File: src/tccq_pkg.sv
package tccq_pkg;

  localparam int unsigned RATE_FIFO_DEPTH_DEF = 16;

  localparam int unsigned FUNC_W   = 2;
  localparam int unsigned TAG_W    = 32;
  localparam int unsigned POS_W    = 48;
  localparam int unsigned TGT_W    = 32;
  localparam int unsigned BLK_W    = 24;
  localparam int unsigned PEND_W   = 5;
  localparam int unsigned ENTRY_W  = 2 * TAG_W + POS_W + TGT_W;

  // item function codes
  localparam logic [FUNC_W-1:0] FUNC_RATE    = 2'd0;
  localparam logic [FUNC_W-1:0] FUNC_FREQ    = 2'd1;
  localparam logic [FUNC_W-1:0] FUNC_CONSUME = 2'd2;
  localparam logic [FUNC_W-1:0] FUNC_NONE    = 2'd3;

  typedef enum logic [2:0] {
    ST_IDLE,
    ST_PUSH,
    ST_FSET,
    ST_RD,
    ST_CHK,
    ST_FRQ,
    ST_DONE
  } state_e;

  typedef struct packed {
    logic accept;  // latch item fields, clear result regs
    logic push;    // append rate entry
    logic fset;    // overwrite frequency slot
    logic chk;     // evaluate FIFO head
    logic frq;     // evaluate frequency slot
  } cmd_t;

  typedef struct packed {
    logic empty;   // FIFO holds no entry
    logic last;    // FIFO holds exactly one entry
    logic stop;    // head entry is matching and in the future
  } sts_t;

endpackage

File: src/tccq_ram.sv
module tccq_ram #(
  parameter int unsigned WIDTH = 8,
  parameter int unsigned DEPTH = 16
) (
  input  logic                     clk_i,
  input  logic                     we_i,
  input  logic [$clog2(DEPTH)-1:0] waddr_i,
  input  logic [WIDTH-1:0]         wdata_i,
  input  logic [$clog2(DEPTH)-1:0] raddr_i,
  output logic [WIDTH-1:0]         rdata_o
);

  logic [WIDTH-1:0] mem [DEPTH];
  logic [WIDTH-1:0] rdata_q;

  always_ff @(posedge clk_i) begin
    if (we_i) begin
      mem[waddr_i] <= wdata_i;
    end
    rdata_q <= mem[raddr_i];
  end

  assign rdata_o = rdata_q;

endmodule

File: src/tccq_ctrl.sv
module tccq_ctrl (
  input  logic                                clk_i,
  input  logic                                rst_ni,
  input  logic                                start_i,
  input  logic [tccq_pkg::FUNC_W-1:0]         func_i,
  input  tccq_pkg::sts_t                      sts_i,
  output tccq_pkg::cmd_t                      cmd_o,
  output logic                                busy_o,
  output logic                                done_o
);
  import tccq_pkg::*;

  state_e state_q, state_d;

  always_ff @(posedge clk_i or negedge rst_ni) begin
    if (!rst_ni) begin
      state_q <= ST_IDLE;
    end else begin
      state_q <= state_d;
    end
  end

  always_comb begin
    state_d = state_q;
    cmd_o   = '0;
    busy_o  = (state_q != ST_IDLE);
    done_o  = 1'b0;
    case (state_q)
      ST_IDLE: begin
        if (start_i) begin
          cmd_o.accept = 1'b1;
          case (func_i)
            FUNC_RATE:    state_d = ST_PUSH;
            FUNC_FREQ:    state_d = ST_FSET;
            FUNC_CONSUME: state_d = sts_i.empty ? ST_FRQ : ST_RD;
            default:      state_d = ST_DONE;
          endcase
        end
      end
      ST_PUSH: begin
        cmd_o.push = 1'b1;
        state_d    = ST_DONE;
      end
      ST_FSET: begin
        cmd_o.fset = 1'b1;
        state_d    = ST_DONE;
      end
      ST_RD: begin
        state_d = ST_CHK;  // head read in flight
      end
      ST_CHK: begin
        cmd_o.chk = 1'b1;
        if (sts_i.stop || sts_i.last) begin
          state_d = ST_FRQ;
        end else begin
          state_d = ST_RD;
        end
      end
      ST_FRQ: begin
        cmd_o.frq = 1'b1;
        state_d   = ST_DONE;
      end
      ST_DONE: begin
        done_o  = 1'b1;
        state_d = ST_IDLE;
      end
      default: begin
        state_d = ST_IDLE;
      end
    endcase
  end

endmodule

File: src/tccq_dp.sv
module tccq_dp #(
  parameter int unsigned RATE_FIFO_DEPTH = tccq_pkg::RATE_FIFO_DEPTH_DEF
) (
  input  logic                               clk_i,
  input  logic                               rst_ni,
  input  tccq_pkg::cmd_t                     cmd_i,
  output tccq_pkg::sts_t                     sts_o,
  input  logic [tccq_pkg::FUNC_W-1:0]        func_i,
  input  logic [tccq_pkg::TAG_W-1:0]         gen_tag_i,
  input  logic [tccq_pkg::TAG_W-1:0]         epoch_tag_i,
  input  logic [tccq_pkg::POS_W-1:0]         sample_pos_i,
  input  logic signed [tccq_pkg::TGT_W-1:0]  target_value_i,
  input  logic [tccq_pkg::BLK_W-1:0]         max_block_i,
  output logic [tccq_pkg::BLK_W-1:0]         block_samples_o,
  output logic                               rate_due_o,
  output logic signed [tccq_pkg::TGT_W-1:0]  rate_target_o,
  output logic                               freq_due_o,
  output logic signed [tccq_pkg::TGT_W-1:0]  freq_target_o,
  output logic [tccq_pkg::PEND_W-1:0]        rate_pending_o,
  output logic                               freq_pending_o,
  output logic                               push_dropped_o
);
  import tccq_pkg::*;

  localparam int unsigned HW = $clog2(RATE_FIFO_DEPTH);
  localparam int unsigned CW = $clog2(RATE_FIFO_DEPTH + 1);

  // latched item
  logic [2*TAG_W-1:0] tags_q;
  logic [POS_W-1:0]   pos_q;
  logic [TGT_W-1:0]   tgt_q;

  // FIFO control
  logic [HW-1:0] head_q;
  logic [CW-1:0] count_q;

  // frequency slot
  logic               fvalid_q;
  logic [2*TAG_W-1:0] ftags_q;
  logic [POS_W-1:0]   ftime_q;
  logic [TGT_W-1:0]   ftgt_q;

  // result regs
  logic [BLK_W-1:0] blk_q;
  logic             rdue_q, fdue_q, dropped_q;
  logic [TGT_W-1:0] rtgt_q, ftgt_out_q;

  logic [ENTRY_W-1:0] rd_entry;
  logic [2*TAG_W-1:0] h_tags;
  logic [POS_W-1:0]   h_time;
  logic [TGT_W-1:0]   h_tgt;
  logic               h_miss, h_due;
  logic [POS_W-1:0]   h_dist, f_dist;
  logic [CW:0]        tail_sum;
  logic [HW-1:0]      tail;
  logic [HW-1:0]      head_nxt;
  logic               full;
  logic [CW+PEND_W-1:0] cnt_ext;

  assign h_tags = rd_entry[ENTRY_W-1 -: 2*TAG_W];
  assign h_time = rd_entry[POS_W+TGT_W-1 -: POS_W];
  assign h_tgt  = rd_entry[TGT_W-1:0];
  assign h_miss = (h_tags != tags_q);
  assign h_due  = (h_time <= pos_q);
  assign h_dist = h_time - pos_q;
  assign f_dist = ftime_q - pos_q;

  assign tail_sum = (CW+1)'(head_q) + (CW+1)'(count_q);
  always_comb begin
    if (tail_sum >= (CW+1)'(RATE_FIFO_DEPTH)) begin
      tail = HW'(tail_sum - (CW+1)'(RATE_FIFO_DEPTH));
    end else begin
      tail = HW'(tail_sum);
    end
  end

  assign head_nxt = (head_q == HW'(RATE_FIFO_DEPTH - 1)) ? '0 : head_q + 1'b1;
  assign full     = (count_q == CW'(RATE_FIFO_DEPTH));

  tccq_ram #(
    .WIDTH (ENTRY_W),
    .DEPTH (RATE_FIFO_DEPTH)
  ) u_ram (
    .clk_i   (clk_i),
    .we_i    (cmd_i.push && !full),
    .waddr_i (tail),
    .wdata_i ({tags_q, pos_q, tgt_q}),
    .raddr_i (head_q),
    .rdata_o (rd_entry)
  );

  // item fields: no reset
  always_ff @(posedge clk_i) begin
    if (cmd_i.accept) begin
      tags_q <= {gen_tag_i, epoch_tag_i};
      pos_q  <= sample_pos_i;
      tgt_q  <= target_value_i;
    end
  end

  always_ff @(posedge clk_i or negedge rst_ni) begin
    if (!rst_ni) begin
      head_q     <= '0;
      count_q    <= '0;
      fvalid_q   <= 1'b0;
      ftags_q    <= '0;
      ftime_q    <= '0;
      ftgt_q     <= '0;
      blk_q      <= '0;
      rdue_q     <= 1'b0;
      fdue_q     <= 1'b0;
      dropped_q  <= 1'b0;
      rtgt_q     <= '0;
      ftgt_out_q <= '0;
    end else begin
      if (cmd_i.accept) begin
        blk_q      <= (func_i == FUNC_CONSUME) ? max_block_i : '0;
        rdue_q     <= 1'b0;
        fdue_q     <= 1'b0;
        dropped_q  <= 1'b0;
        rtgt_q     <= '0;
        ftgt_out_q <= '0;
      end
      if (cmd_i.push) begin
        if (full) begin
          dropped_q <= 1'b1;
        end else begin
          count_q <= count_q + 1'b1;
        end
      end
      if (cmd_i.fset) begin
        fvalid_q <= 1'b1;
        ftags_q  <= tags_q;
        ftime_q  <= pos_q;
        ftgt_q   <= tgt_q;
      end
      if (cmd_i.chk) begin
        if (h_miss || h_due) begin
          head_q  <= head_nxt;
          count_q <= count_q - 1'b1;
          if (!h_miss) begin
            rdue_q <= 1'b1;
            rtgt_q <= h_tgt;
          end
        end else if (h_dist < POS_W'(blk_q)) begin
          blk_q <= h_dist[BLK_W-1:0];
        end
      end
      if (cmd_i.frq && fvalid_q) begin
        if (ftags_q != tags_q) begin
          fvalid_q <= 1'b0;
        end else if (ftime_q <= pos_q) begin
          fdue_q     <= 1'b1;
          ftgt_out_q <= ftgt_q;
          fvalid_q   <= 1'b0;
        end else if (f_dist < POS_W'(blk_q)) begin
          blk_q <= f_dist[BLK_W-1:0];
        end
      end
    end
  end

  assign sts_o.empty = (count_q == '0);
  assign sts_o.last  = (count_q == CW'(1));
  assign sts_o.stop  = !h_miss && !h_due;

  assign cnt_ext = (CW+PEND_W)'(count_q);

  assign block_samples_o = blk_q;
  assign rate_due_o      = rdue_q;
  assign rate_target_o   = $signed(rtgt_q);
  assign freq_due_o      = fdue_q;
  assign freq_target_o   = $signed(ftgt_out_q);
  assign rate_pending_o  = (cnt_ext > (CW+PEND_W)'(31)) ? PEND_W'(31) : cnt_ext[PEND_W-1:0];
  assign freq_pending_o  = fvalid_q;
  assign push_dropped_o  = dropped_q;

endmodule

File: src/timed_correction_command_queue.sv
// Channel   Direction  Handshake              Payload
// --------  ---------  ---------------------  ------------------------------------------
// command   in         start_i & !busy_o      func, gen/epoch tag, sample_pos, target,
//                                             max_block
// result    out        done_o (one cycle)     block_samples, due flags/targets,
//                                             pending counts, push_dropped
//
// Push or frequency replace runs its action state, then done_o; an unused selector goes
// straight to done_o. Consume walks the FIFO head, at most depth entries (one RAM read,
// one compare per entry, registered read port sets the pace), then the frequency slot.
// busy_o stays high until the done_o cycle ends; next item after that.
// Reset (rst_ni, async low) empties the FIFO and clears the frequency slot.
// The receiver cannot stall: done_o is shown for exactly one cycle; result regs hold until the next accept.
module timed_correction_command_queue #(
  parameter int unsigned RATE_FIFO_DEPTH = tccq_pkg::RATE_FIFO_DEPTH_DEF
) (
  input  logic                               clk_i,
  input  logic                               rst_ni,
  input  logic                               start_i,
  output logic                               busy_o,
  input  logic [tccq_pkg::FUNC_W-1:0]        func_i,
  input  logic [tccq_pkg::TAG_W-1:0]         gen_tag_i,
  input  logic [tccq_pkg::TAG_W-1:0]         epoch_tag_i,
  input  logic [tccq_pkg::POS_W-1:0]         sample_pos_i,
  input  logic signed [tccq_pkg::TGT_W-1:0]  target_value_i,
  input  logic [tccq_pkg::BLK_W-1:0]         max_block_i,
  output logic                               done_o,
  output logic [tccq_pkg::BLK_W-1:0]         block_samples_o,
  output logic                               rate_due_o,
  output logic signed [tccq_pkg::TGT_W-1:0]  rate_target_o,
  output logic                               freq_due_o,
  output logic signed [tccq_pkg::TGT_W-1:0]  freq_target_o,
  output logic [tccq_pkg::PEND_W-1:0]        rate_pending_o,
  output logic                               freq_pending_o,
  output logic                               push_dropped_o
);
  import tccq_pkg::*;

  cmd_t cmd;  // controller -> datapath strobes
  sts_t sts;  // FIFO occupancy and head decision back to controller

  // Sequencer: decodes func at accept; for consume walks the FIFO head one entry per
  // read/check pair, then the frequency slot; then strobes the result.
  tccq_ctrl u_ctrl (
    .clk_i   (clk_i),
    .rst_ni  (rst_ni),
    .start_i (start_i),
    .func_i  (func_i),
    .sts_i   (sts),
    .cmd_o   (cmd),
    .busy_o  (busy_o),
    .done_o  (done_o)
  );

  // Datapath: FIFO RAM with head/count pointers, frequency slot, result regs.
  tccq_dp #(
    .RATE_FIFO_DEPTH (RATE_FIFO_DEPTH)
  ) u_dp (
    .clk_i           (clk_i),
    .rst_ni          (rst_ni),
    .cmd_i           (cmd),
    .sts_o           (sts),
    .func_i          (func_i),
    .gen_tag_i       (gen_tag_i),
    .epoch_tag_i     (epoch_tag_i),
    .sample_pos_i    (sample_pos_i),
    .target_value_i  (target_value_i),
    .max_block_i     (max_block_i),
    .block_samples_o (block_samples_o),
    .rate_due_o      (rate_due_o),
    .rate_target_o   (rate_target_o),
    .freq_due_o      (freq_due_o),
    .freq_target_o   (freq_target_o),
    .rate_pending_o  (rate_pending_o),
    .freq_pending_o  (freq_pending_o),
    .push_dropped_o  (push_dropped_o)
  );

endmodule
File: config.mk
export PLATFORM = sky130hd
export DESIGN_NAME = timed_correction_command_queue
export DESIGN_NICKNAME = d
export VERILOG_FILES = /design/src/tccq_pkg.sv /design/src/tccq_ram.sv /design/src/tccq_ctrl.sv /design/src/tccq_dp.sv /design/src/timed_correction_command_queue.sv
export SDC_FILE = /design/constraint.sdc
export NUM_CORES = 2
export LEC_CHECK = 0
export ABC_AREA = 0
export BUFFER_PORTS_ARGS = -buffer_cell sky130_fd_sc_hd__buf_4
export CAP_MARGIN = 20
export CORE_AREA = 2 2 504 506
export CTS_BUF_LIST = sky130_fd_sc_hd__clkbuf_16
export DETAILED_ROUTE_END_ITERATION = 10
export DIE_AREA = 0 0 506 508
export GPL_TIMING_DRIVEN = 1
export RECOVER_POWER = 50
export SYNTH_ARGS = -nofsm -noshare
export SYNTH_HDL_FRONTEND = slang
export SYNTH_SLANG_ARGS = --single-unit
File: constraint.sdc
create_clock -name clk_i -period 8.45 [get_ports clk_i]
set_input_delay 0.845 -clock clk_i [delete_from_list [all_inputs] [get_ports clk_i]]
set_output_delay 0.845 -clock clk_i [all_outputs]
set_load 0.03 [all_outputs]
* Word level (Yosys, flattened, before mapping) *
Memories as Yosys holds them, arrays and structs flattened. A register that Yosys moved wholly into a read port is not among the register bits.
Cells that the tools add are included.

word-level totals
  logic and storage cells = 111
  output and inout port bits = 99
  flip-flop bits (word level) = 392
  bits of input ports = 173
  memories kept = 1
  memory bits (writable) = 2304

operators by class
  reductions and logical operators = 14
  $add $sub $neg = 7
  $lt $le $gt $ge = 6
  muxes and demuxes = 53
  equality and inequality tests = 14

memory list
  name            depth  bits a word  read ports  clocked after Yosys merged registers in  write ports  RTL line        RTL
  u_dp.u_ram.mem  16     144          1           1                                        1            tccq_ram.sv:13  logic [WIDTH-1:0] mem [DEPTH];

operators with widths
  kind                                                                   number
  32-bit 2-to-1 mux                                                      8
  24-bit 2-to-1 mux                                                      9
  64-bit inequality test                                                 2
  48-bit <= comparator                                                   2
  48-bit by 24-bit less-than comparator with 1-bit output                2
  48-bit subtractor                                                      2
  5-bit 2-to-1 mux                                                       5
  1-bit 2-to-1 mux                                                       24
  3-bit one-hot mux with 4 select lines                                  1
  3-bit == test, second input constant                                   3
  3-bit 2-to-1 mux                                                       3
  3-bit one-hot mux with 3 select lines                                  1
  4-bit 2-to-1 mux                                                       2
  4-bit by 5-bit adder with 6-bit output                                 1
  3-bit by 2-bit == test with 1-bit output, second input constant        2
  6-bit by 5-bit >= comparator with 1-bit output, second input constant  1
  5-bit by 1-bit adder with 5-bit output, second input constant          1
  5-bit by 1-bit == test with 1-bit output, second input constant        1
  5-bit == test, second input constant                                   1
  5-bit > comparator, second input constant                              1
  5-bit zero test                                                        1
  5-bit by 1-bit subtractor with 5-bit output, second input constant     1
  4-bit by 1-bit adder with 4-bit output, second input constant          1
  4-bit == test, second input constant                                   1
  other kinds (13)                                                       18

* Longest topological paths before layout *
  depth in word-level cells = 10
  depth in mapped cells = 27
  gate-level depth less buffers = 25

* Cells and area by module *
From an unflattened synthesis, not the netlist that was laid out.

second synthesis, totals
  cell total of the unflattened synthesis = 6015
  area total of the unflattened synthesis = 112813.2 um^2

modules (own cells, without submodules)
  module     instances  seq. area each (um^2)  area an instance (um^2)  cells an instance
  tccq_ram   1          72069.1                89444.5                  3773
  tccq_dp    1          10455.0                23110.9                  2213
  tccq_ctrl  1          75.1                   257.7                    29

* Worst setup path before layout *
OpenSTA, ideal clock, no wires.

  path kind = register -> register
  start point = register u_dp.count_q[0]
  end point = memory u_dp.u_ram.mem[4][0] (netlist name) (enable)
  buffers on the path = 0
  clock period less this slack = 8236 ps
  arrival = 7587 ps
  setup time = 649 ps
  required time = 7801 ps
  stages on the path, launching flop included = 5
  slack = 214 ps
  cell sequence = dfrtp_1 > ha_1 > fa_1 > or3_1 > nor2_1

between the ends
  cells in the longest elaborated chain, start to end = 5
  elaborated cells on any way between the ends = 9
  those cells by class = add/sub (2); order compare (1); eq/ne (1); mux (3); reduce/logical (2)

RTL lines
  element                                                                         RTL line        RTL
  start, declared                                                                 tccq_dp.sv:35   logic [CW-1:0] count_q;
  start signal, assigned                                                          tccq_dp.sv:128  count_q <= count_q + 1'b1;
  start signal, assigned                                                          tccq_dp.sv:140  count_q <= count_q - 1'b1;
  branches (longest 5 deep; another with 4-bit by 5-bit adder with 6-bit output)  n/a
  end, declared                                                                   tccq_ram.sv:13

Several ways; the timed one is not identified.

* Worst setup path after layout *
  start point = register u_dp.pos_q[3]
  end point = register u_dp.blk_q[8], in the netlist u_dp.block_samples_o[8]

between the ends
  cells in the longest elaborated chain, start to end = 9
  elaborated cells on any way between the ends = 14
  those cells by class = add/sub (2); order compare (4); mux (7); reduce/logical (1)

RTL lines
  element                                                  RTL line        RTL
  start, declared                                          tccq_dp.sv:30   logic [POS_W-1:0] pos_q;
  start signal, assigned                                   tccq_dp.sv:96   pos_q <= sample_pos_i;
  48-bit subtractor                                        tccq_dp.sv:65   assign h_dist = h_time - pos_q;
  48-bit by 24-bit less-than comparator with 1-bit output  tccq_dp.sv:145  end else if (h_dist < POS_W'(blk_q)) begin
  24-bit 2-to-1 mux                                        tccq_dp.sv:145
  24-bit 2-to-1 mux                                        tccq_dp.sv:138  if (h_miss || h_due) begin
  24-bit 2-to-1 mux                                        tccq_dp.sv:137  if (cmd_i.chk) begin
  24-bit 2-to-1 mux                                        tccq_dp.sv:156  end else if (f_dist < POS_W'(blk_q)) begin
  24-bit 2-to-1 mux                                        tccq_dp.sv:152  end else if (ftime_q <= pos_q) begin
  24-bit 2-to-1 mux                                        tccq_dp.sv:150  if (ftags_q != tags_q) begin
  24-bit 2-to-1 mux *                                      tccq_dp.sv:149  if (cmd_i.frq && fvalid_q) begin
  end signal, assigned                                     tccq_dp.sv:117  blk_q <= (func_i == FUNC_CONSUME) ? max_block_i : '0;
  end signal, assigned                                     tccq_dp.sv:146  blk_q <= h_dist[BLK_W-1:0];
  end signal, assigned                                     tccq_dp.sv:157  blk_q <= f_dist[BLK_W-1:0];
  end, declared                                            tccq_dp.sv:44   logic [BLK_W-1:0] blk_q;

Mark *: on every way between the ends. The rest lies on a longest branch, timed or not.
A chain may end at the register's enable or synchronous reset.

==> metrics.yaml <==
status:
  status: "complete, but fails checks"
  violations: "capacitance limit, slew limit"
worst_setup_path:
  crit_path_top_delay_cell: "edfxtp_1"
  cpPeakStageDelay_ns: 0.69
  r2r-start: "u_dp.pos_q[3]"
  critPathTopFamily: "compound AO/OA/AOI/OAI gates"
  cp.required_ns: 9.20
  worstRegToRegCells: 22
  critPathBufInv: 2
  path_cells: "inv_1 -> ha_1 -> nand2_1 -> a211oi_2 -> o21ai_1 -> a31oi_1 -> o31ai_2 -> o41ai_4 -> xor2_1 -> ha_1 -> a2111oi_0 -> o2111ai_1 -> a311oi_1 -> nand4_1 -> nor4b_1 -> o211ai_1 -> a211oi_2 -> nand4b_1 -> or4_1 -> buf_4 -> mux2_4 -> mux2_4"
  worstSetupStartpointType: "flip-flop"
  criticalPathCategory: "reg -> reg"
  endpoint_kind: "flip-flop"
  r2r_end: "u_dp.block_samples_o[8]"
  arrival_ns: 7.66
  regToRegSetupSlack_ns: 1.54
  worst-path-max-fanout: 24
logic_synthesis:
  synthesis.nets: 5955
  synth_top_family_by_area: "multiplexers"
  synth_area_per_cell_um2: 20.0
  synth_seq_cells: 2840
  synthAdderAreaFrac_pct: 1.72
  synthSimpleGateAreaFrac_pct: 2.44
  synthCells: 5629
  synth_edf_count: 2448
  synth_area_um2: 113000
  synth_cell_types: 87
  async_flop_share_pct: 8.73
  yosys_warnings: 0
  synthMuxAreaShare_pct: 16.5
  ys.flop_type: "edfxtp_1"
  synth_xor_area_share_pct: 1.60
  synth_compound_area_share_pct: 2.88
  ys_seq_area_share_pct: 73.4
floorplan:
  rows: 185
  ios: 272
  die_y_um: 508
  coreArea_um2: 252000
  die_area_um2: 257000
  die_w_um: 506
  start_util_pct: 44.6
timing:
  max_slew_margin_pct: -194
  slew_violations: 144
  report.final.setup_viol: 0
  finalHoldViolCount: 0
  skew_ns: 0.0995
  worst_slew_pin_slew_ns: 4.41
  tns_ns: 0
  rsz0062_at_grt: "no"
  fmaxAchievable_mhz: 145
  fin_crit_ns: 6.91
  period_share_pct: 81.7
power:
  vdd_drop_max_mv: 0.269
  leakage_nw: 42.5
  p_per_area_nw_per_um2: 349
  finalPower_mw: 44.6
routing:
  postRouteAntennaNets: 0
  drt_iter0_markers: 5514
  via_count: 55800
  viasPerCell: 5.78
  drt_pass1_iterations: 5
  wirelength_um: 280000
  routedWlPerCell_um: 28.9
  route.detailed.drc: 0
place:
  post_dp_cell_area_um2: 119000
  dpl.hpwl_um: 158000
  portBuffers: 271
  routabilityCongestion: 0.933
clock_tree:
  clk_pin_slew_ns: 0.06
  cts.hold.buffers_added: 1
  clock_sinks: 2840
  clockBufferDepth: 4
  cts_setup_buffers: 0
  clkLatencyLatePin_ns: 0.94
  cts_htree_levels: 5
  cts_root_buf: "clkbuf_16"
  postCtsResizedCells: 0
  cts_tree: "done"
  cts_made_buffers: 311
global_route:
  grt-ovfl-total: 0
  grt_pass1_wl_um: 407000
  grt_usage_pct: 21.6
  grt_pass1_vias: 57900
  antenna_found_initial: 10
  grt_max_degree: 130
layout:
  drive_above_1_share_pct: 25.3
  synthToLayoutAreaGrowth_pct: 13.5
  final_nets: 6384
  design_area_um2: 128000
worst_hold_path:
  min_from: "target_value_i[12]"
  min_path_type: "in -> reg"
  min_to: "u_dp.tgt_q[12]"
  hold_depth: 1
flow_run:
  drv_cap: 3
[registers in the layout, indices dropped and copies added, names as in the netlist]
signal and cells:
u_dp.freq_target_o 32, u_dp.tgt_q 32, u_dp.pos_q 48, u_dp.u_ram.rdata_o 144
u_dp.tags_q 64, u_dp.u_ram.mem 2304, u_dp.rate_due_o 1, u_dp.rate_target_o 32
u_dp.ftgt_q 32, u_dp.freq_pending_o 1, u_dp.block_samples_o 24, u_dp.freq_due_o 1
u_dp.count_q 5, u_ctrl.state_q 3, u_dp.head_q 4, u_dp.ftime_q 48
u_dp.ftags_q 64, u_dp.push_dropped_o 1
[placed cells by master (no fill, tap or decap), types with 19 or more instances in the layout]
master,synthesis,routed
mux2_2,154,154
mux4_2,720,720
nand2_1,200,199
a21oi_1,186,186
mux2_4,39,39
dfrtp_1,248,244
clkbuf_16,0,316
buf_4,3,132
a21o_1,53,53
clkinv_1,0,58
xor2_1,131,131
clkbuf_1,197,147
buf_12,2,19
xnor2_1,74,74
ha_1,150,150
nand3_1,63,63
nor2_1,117,100
clkinv_2,0,43
o21ai_0,145,145
edfxtp_1,2448,2448
inv_1,140,230
nor3_1,30,30
clkbuf_4,0,81
nor4_1,41,40
dfxtp_1,144,144
nand4_1,61,61
[synthesized netlist by cell type, types with 10 or more instances]
cell type  instances  area (um^2)
dfxtp_1          144         2880
mux4_2           720        16200
dfrtp_1          248         6210
inv_1            140          526
xnor2_1           74          648
a31oi_1           14         87.6
or3_1             10         62.6
nor2_1           117          439
nand3_1           63          315
o21a_1            14          105
nor2b_1           16          100
mux2_4            39          586
ha_1             150         1880
nand2b_1          10         62.6
clkbuf_1         197          739
nand2_1          200          751
nand4_1           61          382
xor2_1           131         1150
nor4_1            41          257
nor3_1            30          150
buf_2             10         50.1
edfxtp_1        2448        73500
o21ai_0          145          726
buf_1             47          176
o21bai_1          17          128
a21oi_1          186          931
mux2_2           154         1730
a21o_1            53          398
[routing by layer]
metal  wire [um]  GRT usage, %  part of all wire, %
met2      139000          35.8                   50
met3       12800          2.50                  4.6
met5           0             0                    0
met1      121000          30.6                   43
met4        7210          6.02                  2.6
[logic make-up after synthesis]
logic type / count (synthesis)
flops: 2840
simple gates: 579
compound gates: 526
buf+inv: 405
fa+ha+maj: 153
mux: 921
xor+xnor: 205
[power breakdown]
| part | leakage [nW] | switching (mW) | internal [mW] | total (mW) |
|---|---|---|---|---|
| sequential | 26.3 | 1.33 | 17.2 | 18.5 |
| combinational | 11.3 | 7.40 | 6.15 | 13.6 |
| clock | 4.94 | 5.29 | 7.27 | 12.6 |
[metrics by stage]
stage                     util (%)  std cells  hold slack, ns  worst slack, ns
final                         50.6       9665           0.105             1.54
after global routing          50.6       9665          0.0466             1.04
after CTS                     50.9       9660         0.00781             1.58
after detailed placement      47.1       9110           0.445             1.62
after global placement        47.1       9108           0.438             1.84
after floorplan                  -       5629           0.427            0.214
[worst reg2reg max path: cells and delay by family (launching register included)]
family	cells	cell delay (ns)
AO/OA/AOI/OAI	10	2.77
XOR/XNOR	1	0.24
adder cells (fa/ha/maj)	2	0.70
buffers and inverters	2	0.46
flip-flops	1	0.69
multiplexers	2	0.63
AND/OR/NAND/NOR	5	1.24
[worst max path at each step]
stage	depth (start not counted)	slack, ns	startpoint	endpoint
floorplan	4	0.21	u_dp.count_q[0]	u_dp.u_ram.mem[4][0]
global placement	22	1.84	u_dp.pos_q[1]	u_dp.block_samples_o[10]
detailed placement	22	1.62	u_dp.pos_q[1]	u_dp.block_samples_o[10]
CTS	22	1.58	u_dp.pos_q[1]	u_dp.block_samples_o[10]
global route	22	1.04	u_dp.pos_q[1]	u_dp.block_samples_o[6]
finish	22	1.54	u_dp.pos_q[3]	u_dp.block_samples_o[8]
[area by class of cell]
class | count | area, um^2
Clock inverter | 233 | 1480
Antenna cell | 5 | 12.5
Timing Repair Buffer | 381 | 2540
Sequential cell | 2840 | 82600
Inverter | 140 | 533
Clock buffer | 316 | 7910
Multi-Input combinational cell | 2384 | 28500
Fill cell | 20400 | 125000
Tap cell | 3366 | 4210
Power figures use the tool's default switching activity.
